$ cat src/rtl/pf_pkg.sv
// ----------------------------------------------------------------------------
// Playfair package
// Shared widths, letter codes, key square types and lookup helpers.
// ----------------------------------------------------------------------------
package pf_pkg;

    localparam int KEY_ROWS = 5;
    localparam int KEY_COLS = 5;
    localparam int CODE_W   = 5;
    localparam int POS_W    = 3;
    localparam int ROW_W    = KEY_COLS * CODE_W;
    localparam int CFG_IDX_W = 3;
    localparam int LETTER_W = 7;
    localparam int BYTE_W   = 8;

    // Letter codes, 0 = A .. 25 = Z
    localparam logic [CODE_W-1:0] CODE_X = 5'd23;
    localparam logic [CODE_W-1:0] CODE_I = 5'd8;
    localparam logic [CODE_W-1:0] CODE_J = 5'd9;

    localparam logic [BYTE_W-1:0] ASCII_UC_A = 8'd65;
    localparam logic [BYTE_W-1:0] ASCII_UC_Z = 8'd90;
    localparam logic [BYTE_W-1:0] ASCII_LC_A = 8'd97;
    localparam logic [BYTE_W-1:0] ASCII_LC_Z = 8'd122;
    localparam logic [BYTE_W-1:0] CASE_OFFSET = 8'd32;
    localparam logic [LETTER_W-1:0] LETTER_A = 7'd65;

    typedef logic [ROW_W-1:0]    t_key_row;
    typedef t_key_row [KEY_ROWS-1:0] t_key_sq;

    typedef struct packed {
        logic [POS_W-1:0] row;
        logic [POS_W-1:0] col;
    } t_pos;

    typedef struct packed {
        logic                done;
        logic                valid;
        logic [LETTER_W-1:0] letter;
    } t_result;

    // Default square, row 4 first
    localparam t_key_sq KEY_RESET = {25'd27025109, 25'd21613104, 25'd16201099,
                                     25'd10755269, 25'd4294688};

    function automatic logic [CODE_W-1:0] f_cell(t_key_sq key, logic [POS_W-1:0] row,
                                                 logic [POS_W-1:0] col);
        t_key_row r;
        r = key[row];
        return r[col*CODE_W +: CODE_W];
    endfunction

    function automatic logic [POS_W-1:0] f_wrap_inc(logic [POS_W-1:0] x);
        return (x == POS_W'(KEY_COLS - 1)) ? '0 : x + POS_W'(1);
    endfunction

    // First match in row-major order wins; no match gives row 0, column 0.
    function automatic t_pos f_locate(t_key_sq key, logic [CODE_W-1:0] code);
        t_pos p;
        p = '0;
        for (int i = KEY_ROWS - 1; i >= 0; i--) begin
            for (int j = KEY_COLS - 1; j >= 0; j--) begin
                if (key[i][j*CODE_W +: CODE_W] == code) begin
                    p.row = POS_W'(i);
                    p.col = POS_W'(j);
                end
            end
        end
        return p;
    endfunction

endpackage

$ cat src/rtl/pf_pair_cipher.sv
// ----------------------------------------------------------------------------
// Playfair pair cipher
// Encrypts one letter pair against the key square (combinational).
// ----------------------------------------------------------------------------
module pf_pair_cipher import pf_pkg::*; (
    input  t_key_sq            i_key,
    input  logic [CODE_W-1:0]  i_a,
    input  logic [CODE_W-1:0]  i_b,
    output logic [CODE_W-1:0]  o_ea,
    output logic [CODE_W-1:0]  o_eb
);

    t_pos pos_a;
    t_pos pos_b;

    assign pos_a = f_locate(i_key, i_a);
    assign pos_b = f_locate(i_key, i_b);

    always_comb begin
        if (pos_a.row == pos_b.row) begin
            o_ea = f_cell(i_key, pos_a.row, f_wrap_inc(pos_a.col));
            o_eb = f_cell(i_key, pos_b.row, f_wrap_inc(pos_b.col));
        end else if (pos_a.col == pos_b.col) begin
            o_ea = f_cell(i_key, f_wrap_inc(pos_a.row), pos_a.col);
            o_eb = f_cell(i_key, f_wrap_inc(pos_b.row), pos_b.col);
        end else begin
            // rectangle corners swap
            o_ea = f_cell(i_key, pos_a.row, pos_b.col);
            o_eb = f_cell(i_key, pos_b.row, pos_a.col);
        end
    end

endmodule

$ cat src/rtl/pf_result_queue.sv
// ----------------------------------------------------------------------------
// Playfair result queue
// Four-entry shifting queue; takes up to two results per cycle, gives one.
// ----------------------------------------------------------------------------
module pf_result_queue import pf_pkg::*; (
    input  logic       i_clk,
    input  logic       i_rst_n,
    input  logic [1:0] i_push_cnt,
    input  t_result    i_entry0,
    input  t_result    i_entry1,
    output logic       o_room_two,
    output logic       o_valid,
    input  logic       i_ready,
    output t_result    o_entry
);

    localparam int DEPTH = 4;

    t_result    r_q [DEPTH];
    t_result    n_q [DEPTH];
    logic [2:0] r_count;
    logic [2:0] n_count;
    logic       pop;
    logic [2:0] base;

    assign o_valid    = (r_count != 3'd0);
    assign o_entry    = r_q[0];
    assign o_room_two = (r_count <= 3'(DEPTH - 2));
    assign pop        = o_valid && i_ready;
    assign base       = r_count - {2'b00, pop};

    always_comb begin
        for (int k = 0; k < DEPTH; k++) begin
            if (pop && k < DEPTH - 1) begin
                n_q[k] = r_q[k+1];
            end else begin
                n_q[k] = r_q[k];
            end
        end
        // producer only pushes while at most two entries are held
        if (i_push_cnt != 2'd0) begin
            n_q[base[1:0]] = i_entry0;
        end
        if (i_push_cnt == 2'd2) begin
            n_q[base[1:0] + 2'd1] = i_entry1;
        end
        n_count = base + {1'b0, i_push_cnt};
    end

    always_ff @(posedge i_clk) begin
        for (int k = 0; k < DEPTH; k++) begin
            r_q[k] <= n_q[k];
        end
        if (!i_rst_n) begin
            r_count <= '0;
        end else begin
            r_count <= n_count;
        end
    end

endmodule

$ cat src/rtl/playfair_encrypt_stream.sv
// ----------------------------------------------------------------------------
// Playfair encrypt stream
// Byte-stream Playfair encryption against a programmable 5x5 key square.
// ----------------------------------------------------------------------------
// Usage:
//  - Slave stream: one plaintext byte per transfer in s_axis_tdata, s_axis_tlast
//    marks the final byte of a message. Case is folded, J maps to I, and
//    non-letters are dropped.
//  - Master stream: one ciphertext letter per transfer (upper-case ASCII in
//    m_axis_tdata), m_axis_tuser set when a letter is carried, m_axis_tlast on
//    the last result of a message. A message ending with no held letter and
//    no letter in its final byte gives one empty result with tlast set.
//  - Config channel: index 0..4 writes key rows 0..4 (column 0 in bits 4:0).
//    Always ready; write only while the stream is idle. Other indexes ignored.
// Timing: one byte accepted per cycle sustained. A byte lands in the input
// register, and from there the decode / pair cipher logic pushes 0, 1 or 2
// results into a four-entry queue, whose registered head is offered on the
// master stream. The input stage stalls only when the queue cannot take two
// more results; a stalled receiver fills the queue up to that point and then
// holds off s_axis_tready, without losing or reordering anything.
// Reset: the key square returns to its default, the held half pair is
// cleared and the queue is emptied.
// ----------------------------------------------------------------------------
module playfair_encrypt_stream import pf_pkg::*; (
    input  logic                 i_clk,
    input  logic                 i_rst_n,
    // plaintext in
    input  logic                 s_axis_tvalid,
    output logic                 s_axis_tready,
    input  logic [7:0]           s_axis_tdata,  // [7:0] in_byte
    input  logic                 s_axis_tlast,  // end_of_message
    // ciphertext out
    output logic                 m_axis_tvalid,
    input  logic                 m_axis_tready,
    output logic [7:0]           m_axis_tdata,  // [6:0] out_letter, [7] zero fill
    output logic                 m_axis_tuser,  // [0] letter_valid
    output logic                 m_axis_tlast,  // message_done
    // key configuration
    input  logic                 i_cfg_valid,
    output logic                 o_cfg_ready,
    input  logic [CFG_IDX_W-1:0] i_cfg_index,
    input  logic [ROW_W-1:0]     i_cfg_data
);

    // input register
    logic              r_in_valid;
    logic [BYTE_W-1:0] r_byte;
    logic              r_eom;

    // key square and half-pair state
    t_key_sq           r_key;
    logic              r_held;
    logic [CODE_W-1:0] r_held_letter;
    logic              n_held;
    logic [CODE_W-1:0] n_held_letter;

    logic              room_two;
    logic              advance;

    logic [BYTE_W-1:0] byte_uc;
    logic [BYTE_W-1:0] byte_off;
    logic              is_letter;
    logic [CODE_W-1:0] code_raw;
    logic [CODE_W-1:0] code;

    logic [CODE_W-1:0] pair_a;
    logic [CODE_W-1:0] pair_b;
    logic              pair_done;
    logic [1:0]        n_results;
    logic [CODE_W-1:0] enc_a;
    logic [CODE_W-1:0] enc_b;
    t_result           entry0;
    t_result           entry1;
    logic [1:0]        push_cnt;
    t_result           q_out;

    assign o_cfg_ready   = 1'b1;
    assign advance       = r_in_valid && room_two;
    assign s_axis_tready = !r_in_valid || advance;

    // ---- letter decode ----
    always_comb begin
        if (r_byte >= ASCII_LC_A && r_byte <= ASCII_LC_Z) begin
            byte_uc = r_byte - CASE_OFFSET;
        end else begin
            byte_uc = r_byte;
        end
        is_letter = (byte_uc >= ASCII_UC_A) && (byte_uc <= ASCII_UC_Z);
        byte_off  = byte_uc - ASCII_UC_A;
        code_raw  = byte_off[CODE_W-1:0];
        code      = (code_raw == CODE_J) ? CODE_I : code_raw;
    end

    // ---- pairing ----
    always_comb begin
        pair_a        = r_held_letter;
        pair_b        = code;
        pair_done     = r_eom;
        n_results     = 2'd0;
        n_held        = r_held;
        n_held_letter = r_held_letter;
        if (is_letter) begin
            if (r_held) begin
                n_results = 2'd2;
                n_held    = 1'b0;
            end else if (r_eom) begin
                // lone final letter pads with X
                pair_a    = code;
                pair_b    = CODE_X;
                n_results = 2'd2;
            end else begin
                n_held        = 1'b1;
                n_held_letter = code;
            end
        end else if (r_eom) begin
            if (r_held) begin
                pair_b    = CODE_X;
                n_results = 2'd2;
            end else begin
                n_results = 2'd1;  // empty end marker
            end
        end
        if (r_eom) begin
            n_held        = 1'b0;
            n_held_letter = '0;
        end
    end

    pf_pair_cipher u_cipher (
        .i_key (r_key),
        .i_a   (pair_a),
        .i_b   (pair_b),
        .o_ea  (enc_a),
        .o_eb  (enc_b)
    );

    always_comb begin
        if (n_results == 2'd1) begin
            entry0 = '{done: 1'b1, valid: 1'b0, letter: '0};
        end else begin
            entry0 = '{done: 1'b0, valid: 1'b1, letter: LETTER_A + LETTER_W'(enc_a)};
        end
        entry1   = '{done: pair_done, valid: 1'b1, letter: LETTER_A + LETTER_W'(enc_b)};
        push_cnt = advance ? n_results : 2'd0;
    end

    pf_result_queue u_queue (
        .i_clk      (i_clk),
        .i_rst_n    (i_rst_n),
        .i_push_cnt (push_cnt),
        .i_entry0   (entry0),
        .i_entry1   (entry1),
        .o_room_two (room_two),
        .o_valid    (m_axis_tvalid),
        .i_ready    (m_axis_tready),
        .o_entry    (q_out)
    );

    assign m_axis_tdata = {1'b0, q_out.letter};
    assign m_axis_tuser = q_out.valid;
    assign m_axis_tlast = q_out.done;

    // ---- registers ----
    always_ff @(posedge i_clk) begin
        if (s_axis_tvalid && s_axis_tready) begin
            r_byte <= s_axis_tdata;
            r_eom  <= s_axis_tlast;
        end
        if (!i_rst_n) begin
            r_in_valid    <= 1'b0;
            r_held        <= 1'b0;
            r_held_letter <= '0;
            r_key         <= KEY_RESET;
        end else begin
            if (s_axis_tready) begin
                r_in_valid <= s_axis_tvalid;
            end
            if (advance) begin
                r_held        <= n_held;
                r_held_letter <= n_held_letter;
            end
            if (i_cfg_valid && o_cfg_ready && i_cfg_index < CFG_IDX_W'(KEY_ROWS)) begin
                r_key[i_cfg_index] <= i_cfg_data;
            end
        end
    end

endmodule

$ cat config.mk
export PLATFORM = sky130hd
export DESIGN_NAME = playfair_encrypt_stream
export DESIGN_NICKNAME = d
export VERILOG_FILES = /design/src/rtl/pf_pkg.sv /design/src/rtl/pf_pair_cipher.sv /design/src/rtl/pf_result_queue.sv /design/src/rtl/playfair_encrypt_stream.sv
export SDC_FILE = /design/constraint.sdc
export NUM_CORES = 1
export LEC_CHECK = 0
export BUFFER_PORTS_ARGS = -buffer_cell sky130_fd_sc_hd__buf_2
export CAP_MARGIN = 20
export CORE_AREA = 5 5 185 187
export CTS_CLUSTER_SIZE = 12
export DETAILED_ROUTE_END_ITERATION = 6
export DIE_AREA = 0 0 190 192
export MAX_ROUTING_LAYER = met4
export PLACE_DENSITY = 0.74
export SLEW_MARGIN = 15
export SYNTH_ARGS = -nofsm -noshare
export SYNTH_HDL_FRONTEND = slang
export SYNTH_HIERARCHICAL = 1
export SYNTH_SLANG_ARGS = --single-unit
$ cat constraint.sdc
create_clock -name i_clk -period 7.95 [get_ports i_clk]
set_clock_uncertainty 0.2 [all_clocks]
set_input_delay 1.59 -clock i_clk [delete_from_list [all_inputs] [get_ports i_clk]]
set_output_delay 1.59 -clock i_clk [all_outputs]
set_load 0.01 [all_outputs]
==> flow_metrics.tcl <==
set metrics [dict create \
    placed_area_sq_um 18300 \
    routedWlPerCell_um 31.6 \
    antenna_found_initial 5 \
    crit_type "register to register" \
    rows 66 \
    wl_um 88400 \
    path_max_fanout 38 \
    grt_pass1_vias 18600 \
    synth_area_sq_um 17600 \
    cts_made_buffers 17 \
    drt-initial-drc-count 3543 \
    fin_nets 2400 \
    seq_area_frac_synth_pct 21.0 \
    status "finished, violations left" \
    cp_data_required_time_ps 8130 \
    drive_gt1_share_pct 15.2 \
    cp-start-kind "register" \
    die_x_um 190 \
    tns_ps 0 \
    power_per_cell_area_nw_per_um2 305 \
    cp-startpoint "r_byte[0]" \
    hold_buffers 0 \
    ys.flop_type "dfxtp_1" \
    cts.sinks 180 \
    tightest_slew_ps 1220 \
    clock_latency_ps 470 \
    critPathMaxStageDelay_ps 500 \
    postSynthAreaPerCell_sq_um 7.55 \
    yosysUniqueCellTypes 118 \
    setup-violations-final 0 \
    syn_inst 2328 \
    viasPerCell 7.12 \
    overflow 0 \
    root_buffer "clkbuf_16" \
    timing.rr.start "r_byte[0]" \
    maxSlewViolCount 0 \
    gp_congestion 1.15 \
    grt.total_usage_pct 48.3 \
    synth_most_common_cell "nand2_1" \
    cts_tree "done" \
    cts_buffer_depth 2 \
    initial_core_util_pct 54.4 \
    dp_slack_ps -471 \
    fin_crit_sh_pct 97.0 \
    violations "design-rule violations" \
    synth_area_leader_cell "dfxtp_1" \
    critPathArrivalTime_ps 7890 \
    clk_pin_slew_worst_paths_ps 80 \
    grt_pass1_wl_um 127000 \
    n_fill_cell 2912 \
    crit_buf_inv 4 \
    critPathSlowestCell "nor4_2" \
    place_hpwl_um 63800 \
    ff2ff_setup_slack_ps 230 \
    synth_edf_count 9 \
    cp-end-kind "register" \
    finalWorstSetupSlack_ps 235 \
    ys_warn_count 6 \
    maxCapViolations 0 \
    synthArstFlopShare_pct 0 \
    hold_violations 0 \
    core_area_sq_um 32300 \
    portBuffers 52 \
    power.total_uw 5870 \
    grt_max_degree 120 \
    ys_ff_latch 180 \
    die_area_sq_um 36500 \
    max_freq_ghz 0.130 \
    route.antenna.remaining_nets 0 \
    dr.pass1.iters 7 \
    cts-htree-levels 4 \
    synth_top_area_share_pct 19.5 \
    final_util_pct 59.7 \
    hold_start "r_held_letter[4]" \
    synthTopCellsByArea "dfxtp_1 (19%), nand2_1 (10%), xnor2_1 (6.7%)" \
    synthToLayoutAreaGrowth_pct 9.60 \
    hp-class "register to register" \
    ys_top_cells_by_count "nand2_1 (468), nand3_1 (180), dfxtp_1 (171), xnor2_1 (134), xor2_1 (133)" \
    ir_worst_vdd_mv 0.268 \
    relSlewSlack_pct 18.3 \
    p_leak_uw 0.00765 \
    vias 19900 \
    fin_area_sq_um 19300 \
    min_period_ps 7720 \
    ios 55 \
    drc 3 \
    die_height_um 192 \
    path_delay_family "simple AND/OR/NAND/NOR gates" \
]
## timing repair
item                       4_1_cts  5_1_grt
pin swaps                        2        2
setup endpoints to repair       18       17
gates cloned                     1        0
resized for setup                8       25
buffers inserted                 5       12
## metrics by stage
stage	cells	hold slack (ps)
2_1_floorplan	2338	234
3_3_place_gp	2743	241
3_5_place_dp	2743	254
4_1_cts	2781	265
5_1_grt	2799	292
6_report	2799	264
## registers in the layout, summed over array words and instances (netlist names)
| register | flops |
|---|---|
| r_held | 1 |
| r_in_valid | 1 |
| u_queue/r_q | 36 |
| r_key | 125 |
| pair_done | 1 |
| r_byte | 8 |
| u_queue/r_count | 3 |
| r_held_letter | 5 |
## power breakdown
part	leakage (uW)	switching [uW]	internal, uW	total (uW)
Combinational	0.00587	2420	1410	3830
Clock	0.000301	448	432	881
Sequential	0.00149	138	1020	1160
## per-layer routing
metal,vias up,track usage (%),part of all wire (%)
li1,8329,-,-
met1,9362,58.1,36
met2,1712,66.7,39
met3,532,17.1,15
met4,0,34.8,9.4
met5,-,-,0
## logic make-up after synthesis
logic type                 Yosys count  share of synthesized area (%)
and+or+nand+nor                    966                           26.0
AOI/OAI and AO/OA                  497                           21.0
muxes                              158                           10.0
adders and majority gates           19                           1.40
DFF                                180                           21.0
xor gates and xnor gates           267                           13.3
buffers and inverters              239                           7.20
other                                2                         0.0427
## area by class of cell
cell class                      instances  area (sq um)  share of cell area [%]
Clock inverter                         15           199                    1.03
Antenna cell                            5          12.5                  0.0650
Tap cell                              442           553                    2.87
Timing Repair Buffer                  179          1350                    7.00
Sequential cell                       180          3690                    19.2
Inverter                               41           156                   0.812
Multi-Input combinational cell       1920         12900                    66.8
Clock buffer                           17           425                    2.21
## worst reg2reg max path: stages (launching register included)
cell,delay [ps]
edfxtp_1,440
inv_1,190
ha_2,280
or3b_4,450
o311a_4,370
nand3_2,160
and4_1,270
buf_12,240
xor2_1,210
nor3_1,90
and3_1,190
nor4_2,500
nor4b_4,440
and3_1,320
buf_4,260
a21o_1,400
buf_12,280
nand2_1,100
a31oi_1,300
a311oi_1,160
o31a_1,140
o32ai_1,430
ha_1,280
nand3_1,100
xnor2_1,340
nor4bb_1,120
a211o_1,240
a32oi_1,140
## final timing paths
kind / endpoint / cells past startpoint
worst max register to register: u_queue/r_q[1][4] / 27
worst max-delay path: u_queue/r_q[1][4] / 27
worst min-delay path: r_held_letter[4] / 2
worst min register to register: r_held_letter[4] / 2
## cells in the final DEF, fill, tap and decap left out, types with 39 or more instances in the layout
master      n
nand2_1   468
nand3_1   178
dfxtp_1   171
xnor2_1   134
xor2_1    133
buf_4     115
mux2i_1   109
nor3_1     79
nor2_1     75
a21oi_1    67
a21boi_1   60
o21ai_0    58
buf_2      51
o22ai_1    39
No activity file was read; power rests on OpenSTA's default activity.
